<file path="config.mk">
export PLATFORM = sky130hd
export DESIGN_NAME = kcst_cell
export DESIGN_NICKNAME = d
export VERILOG_FILES = /design/src/design/kcst_pkg.sv /design/src/design/kcst_cell.sv
export SDC_FILE = /design/constraint.sdc
export NUM_CORES = 1
export LEC_CHECK = 0
export ABC_AREA = 0
export BUFFER_PORTS_ARGS = -buffer_cell sky130_fd_sc_hd__buf_2
export CAP_MARGIN = 10
export CELL_PAD_IN_SITES_DETAIL_PLACEMENT = 1
export CELL_PAD_IN_SITES_GLOBAL_PLACEMENT = 2
export CORE_UTILIZATION = 32
export CTS_BUF_LIST = sky130_fd_sc_hd__clkbuf_4 sky130_fd_sc_hd__clkbuf_8
export DETAILED_ROUTE_END_ITERATION = 6
export GPL_ROUTABILITY_DRIVEN = 1
export PLACE_DENSITY_LB_ADDON = 0.12
export SLEW_MARGIN = 20
export SYNTH_ARGS = -nofsm -noshare
export SYNTH_HDL_FRONTEND = slang
export SYNTH_SLANG_ARGS = --single-unit
</file>
<file path="constraint.sdc">
create_clock -name clk -period 3.7 [get_ports clk]
set_input_delay 0.185 -clock clk [delete_from_list [all_inputs] [get_ports clk]]
set_output_delay 0.185 -clock clk [all_outputs]
set_load 0.005 [all_outputs]
</file>
<file path="src/design/kcst_pkg.sv">
`timescale 1ns / 1ps
`default_nettype none

package kcst_pkg;

	localparam int TABLE_DEPTH_DEF = 64;

	localparam int ID_W     = 63;
	localparam int CHARGE_W = 24;
	localparam int SLOT_W   = 6;
	localparam int COUNT_W  = 16;
	localparam int SUM_W    = 32;
	localparam int USED_W   = 7;

	typedef enum logic [0:0] {
		ACT_ADD  = 1'b0,
		ACT_READ = 1'b1
	} action_t;

	typedef enum logic [1:0] {
		ST_EXISTING = 2'd0,
		ST_NEW      = 2'd1,
		ST_FULL     = 2'd2,
		ST_EMPTY    = 2'd3
	} status_t;

	typedef struct packed {
		action_t               action;
		logic [ID_W-1:0]       event_id;
		logic [CHARGE_W-1:0]   charge;
		logic [SLOT_W-1:0]     slot_index;
	} req_t;

	typedef struct packed {
		status_t               status;
		logic [SLOT_W-1:0]     slot;
		logic [ID_W-1:0]       stored_id;
		logic [COUNT_W-1:0]    hit_count;
		logic [SUM_W-1:0]      energy_sum;
		logic [USED_W-1:0]     entries_used;
	} rsp_t;

	// broadcast from the sequencer to every cell
	typedef struct packed {
		logic                  look;
		logic                  upd;
		logic                  add_new;
		logic                  is_read;
		logic [ID_W-1:0]       key;
		logic [CHARGE_W-1:0]   charge;
		logic [SLOT_W-1:0]     slot_index;
	} cell_ctl_t;

	// what a selected cell drives back, all zeros when not selected
	typedef struct packed {
		logic                  hit;
		logic [SLOT_W-1:0]     slot;
		logic [ID_W-1:0]       id;
		logic [COUNT_W-1:0]    cnt;
		logic [SUM_W-1:0]      sum;
	} cell_rd_t;

endpackage

`default_nettype wire

</file>
<file path="src/design/kcst_cell.sv">
`timescale 1ns / 1ps
`default_nettype none

module kcst_cell #(
	parameter int TABLE_DEPTH = kcst_pkg::TABLE_DEPTH_DEF,
	parameter int IDX         = 0,
	localparam int UW         = $clog2(TABLE_DEPTH + 1)
) (
	input  wire logic                clk,
	input  wire logic                arst_n,
	input  wire kcst_pkg::cell_ctl_t ctl,
	input  wire logic [UW-1:0]       used,
	output kcst_pkg::cell_rd_t       rd
);

	localparam int SLOT_SPAN = 1 << kcst_pkg::SLOT_W;

	logic [kcst_pkg::ID_W-1:0]    id_q;
	logic [kcst_pkg::COUNT_W-1:0] cnt_q;
	logic [kcst_pkg::SUM_W-1:0]   sum_q;
	logic                         hit_q;

	logic                         occupied;
	logic                         idx_match;
	logic                         hit_d;
	logic                         is_new;
	logic [kcst_pkg::SUM_W:0]     sum_wide;
	logic [kcst_pkg::SUM_W-1:0]   sum_sat;
	logic [kcst_pkg::COUNT_W-1:0] cnt_sat;

	assign occupied = used > UW'(IDX);

	// only the first slots are reachable by a read index
	if (IDX < SLOT_SPAN) begin : g_readable
		assign idx_match = ctl.slot_index == kcst_pkg::SLOT_W'(IDX);
	end else begin : g_unreadable
		assign idx_match = 1'b0;
	end

	assign hit_d = occupied && (ctl.is_read ? idx_match : (id_q == ctl.key));
	assign is_new = ctl.add_new && (used == UW'(IDX));

	assign sum_wide = {1'b0, sum_q} + (kcst_pkg::SUM_W + 1)'(ctl.charge);
	assign sum_sat  = sum_wide[kcst_pkg::SUM_W] ? '1 : sum_wide[kcst_pkg::SUM_W-1:0];
	assign cnt_sat  = (cnt_q == '1) ? cnt_q : cnt_q + kcst_pkg::COUNT_W'(1);

	always_ff @(posedge clk or negedge arst_n) begin
		if (!arst_n) begin
			hit_q <= 1'b0;
		end else if (ctl.look) begin
			hit_q <= hit_d;
		end
	end

	always_ff @(posedge clk) begin
		if (is_new) begin
			id_q  <= ctl.key;
			cnt_q <= kcst_pkg::COUNT_W'(1);
			sum_q <= kcst_pkg::SUM_W'(ctl.charge);
		end else if (ctl.upd && hit_q && !ctl.is_read) begin
			cnt_q <= cnt_sat;
			sum_q <= sum_sat;
		end
	end

	always_comb begin
		rd = '0;
		if (hit_q) begin
			rd.hit  = 1'b1;
			rd.slot = kcst_pkg::SLOT_W'(IDX);
			rd.id   = id_q;
			rd.cnt  = ctl.is_read ? cnt_q : cnt_sat;
			rd.sum  = ctl.is_read ? sum_q : sum_sat;
		end
	end

endmodule

`default_nettype wire

</file>
==> qor.yml <==
worst_setup_path:
  cp-start-kind: "register"
  r2r-end: "sum_q[23]"
  required_ns: 3.51
  reg2reg_from: "sum_q[0]"
  reg2reg_slack_ns: 0.48
  crit_arrival_ns: 3.35
  worstRegToRegCells: 13
  path_class: "reg2out"
  cp-end-kind: "output pin"
  crit_fanout: 13
outcome:
  status: "completed"
die:
  ios: 224
  core_sq_mm: 0.0227
  die_h_um: 154
  start_util_pct: 32.7
  die_area_sq_mm: 0.0238
  die_x_um: 154
  row_count: 55
final_layout:
  nFillCells: 2699
  final_common_cell: "buf_2"
  multi_input_area_sq_mm: 0.00413
  syn2layout_area_growth_pct: 31.8
  nNetsFinal: 1194
  final_cell_mix: "217 x buf_2, 87 x edfxtp_1, 73 x nor2_1, 70 x and2_1, 65 x dlygate4sd3_1"
  seqCellArea_sq_mm: 0.00312
  drive_above_1_share_pct: 26.8
global_routing:
  overflow: 0
  grt_pass1_vias: 6857
  antenna_found_initial: 1
  gr-usage-all-layers_pct: 20.5
  grt_max_degree: 80
  grt_first_pass_wirelength_um: 38200
routing:
  viasPerCell: 5.14
  m1WireLength_um: 11600
  num_vias: 6945
  wl_um: 24900
  wl_met3_um: 785
  highest_layer: "met4"
  drt-pass1-iter-count: 4
  wire_per_inst_um: 18.4
  drt_iter0_drc: 278
  ant_nets: 0
  post-route-drc-count: 0
  dr_wl_met2_um: 12100
yosys:
  ys_ff_latch: 112
  ys_types: 67
  async_flop_share_pct: 0.893
  netlist_instances: 787
  synth-main-ff-cell: "edfxtp_1"
  ys.warnings.count: 0
  syn_area_sq_mm: 0.00742
  ys_seq_area_share_pct: 42.0
  synth_area_per_cell_sq_um: 9.43
  synth_edf_count: 87
clock_tree:
  cts_sinks: 112
  clk_path_buf_depth: 2
  cts_tree: "built"
  cts_buffers: 9
  cts_max_level: 3
  cts-root-buf: "clkbuf_8"
  cts.clk_slew.worst_paths_ns: 0.12
  insertion_delay_ns: 0.40
sta:
  final-hold-violation-count: 0
  fin_ws_ns: 0.162
  fin_skew_ns: 0.0136
  maxSlewHeadroom_pct: 52.1
  fin_tns_setup_ns: 0
  slew_violations: 0
  grt_setup_unrepaired: "true"
  fmax_mhz: 283
  worst_pin_slew_ns: 0.718
  fin_crit_ns: 3.54
  hold_slack_ns: 0.0812
  finalSetupViolations: 0
  finalCritPeriodShare_pct: 95.6
run:
  cap_violations: 0
placed_design:
  gp_congestion: 0.760
  io_buffers: 217
  pre_cts_slack_ns: 0.436
  dp_hpwl_um: 17500
pwr:
  peakVddDrop_mv: 0.230
  power_per_cell_area_mw_per_mm2: 262
  leakage_nw: 4.08
worst_hold_path:
  hp-class: "in2async"
==> synthesized netlist by cell type (4+ instances only) <==
| master | count | area [sq um] |
|---|---|---|
| a211oi_2 | 4 | 50.1 |
| nor2_1 | 73 | 274 |
| edfxtp_1 | 87 | 2610 |
| nand3_1 | 10 | 50.1 |
| o21bai_1 | 5 | 37.5 |
| nor3_1 | 13 | 65.1 |
| o21ai_0 | 44 | 220 |
| nand4_1 | 12 | 75.1 |
| o21a_1 | 6 | 45.0 |
| buf_4 | 8 | 60.1 |
| o311a_1 | 4 | 40.0 |
| xor2_1 | 53 | 464 |
| nand2_1 | 47 | 176 |
| or3_1 | 15 | 93.8 |
| ha_1 | 25 | 313 |
| nor4_1 | 15 | 93.8 |
| a31oi_1 | 24 | 150 |
| o22a_1 | 4 | 35.0 |
| nand2b_1 | 6 | 37.5 |
| dfxtp_1 | 24 | 480 |
| clkbuf_1 | 33 | 124 |
| and3_1 | 9 | 56.3 |
| a21oi_1 | 63 | 315 |
| a311oi_1 | 13 | 114 |
| xnor2_1 | 37 | 324 |
| inv_1 | 14 | 52.6 |
| and2_1 | 70 | 438 |
| a211oi_1 | 8 | 60.1 |
| a21o_1 | 9 | 67.6 |
==> state kept, by name (all words and copies together), names as in the netlist <==
register	count
id_q	63
cnt_q	16
hit_q	1
sum_q	32
==> area by class of cell <==
| class | instances | area share, % |
|---|---|---|
| Multi-Input combinational cell | 622 | 42.2 |
| Sequential cell | 112 | 31.9 |
| Timing Repair Buffer | 302 | 19.7 |
| Tap cell | 285 | 3.65 |
| Clock buffer | 9 | 1.27 |
| Clock inverter | 6 | 0.653 |
| Inverter | 15 | 0.589 |
| Antenna cell | 1 | 0.0256 |
==> report_power, final <==
| group | switching [mW] | leakage [nW] | internal (mW) |
|---|---|---|---|
| registers | 0.00999 | 0.988 | 1.37 |
| clock network | 0.506 | 0.0925 | 0.262 |
| logic | 0.215 | 3.00 | 0.202 |
| total | 0.731 | 4.08 | 1.83 |
==> metal layers <==
layer | GRT usage (%) | up-vias
met5 | 0 | -
met4 | 6.08 | 0
met3 | 2.49 | 20
met2 | 35.2 | 139
met1 | 26.9 | 3369
li1 | - | 3417
==> stage by stage <==
stage                     area [sq um]  power [mW]  instances  utilization [%]
after detailed placement          8810        1.76       1262             38.8
after global routing              9780        2.68       1352             43.1
after CTS                         9670        2.60       1344             42.6
final                             9780        2.56       1352             43.1
after floorplan                   7440        1.62        792                -
after global placement            8810        1.75       1262             38.8
==> worst max-delay path: stages (launching register included) <==
cell	delay [ns]
edfxtp_1	0.42
ha_2	0.21
fa_1	0.40
a21o_1	0.23
a221oi_2	0.22
buf_4	0.18
a2111oi_4	0.08
nor3_2	0.17
or3b_4	0.27
nor2_8	0.10
o41a_1	0.39
o21a_1	0.16
buf_2	0.14
==> how the worst max path moves through the flow <==
stage	from	end	cells past startpoint
finish	sum_q[0]	rd[25]	12
global route	sum_q[0]	rd[25]	12
global placement	sum_q[1]	rd[31]	10
detailed placement	sum_q[5]	rd[6]	11
CTS	sum_q[0]	rd[25]	12
floorplan	sum_q[0]	sum_q[10]	11
==> timing repair <==
action / 4_1_cts / 5_1_grt
endpoints found under the hold margin: 65 / 0
pin swaps: 2 / 7
resized for setup: 1 / 11
hold buffers: 65 / 0
gates cloned: 1 / 0
endpoints found under the setup margin: 3 / 21
buffers inserted: 1 / 7
==> cells by family (layout without fill, tap and decap cells) <==
logic type,Yosys count,count (layout),synth area share [%]
AND/OR/NAND/NOR,287,288,20.3
XOR/XNOR,90,90,10.6
multiplexers,3,3,0.405
other,1,7,0.0505
flip-flops,112,112,42.0
AO/OA/AOI/OAI,209,209,18.6
adder cells (fa/ha/maj),26,26,4.49
buffers and inverters,59,332,3.52
(Power assumes the default switching activity.)
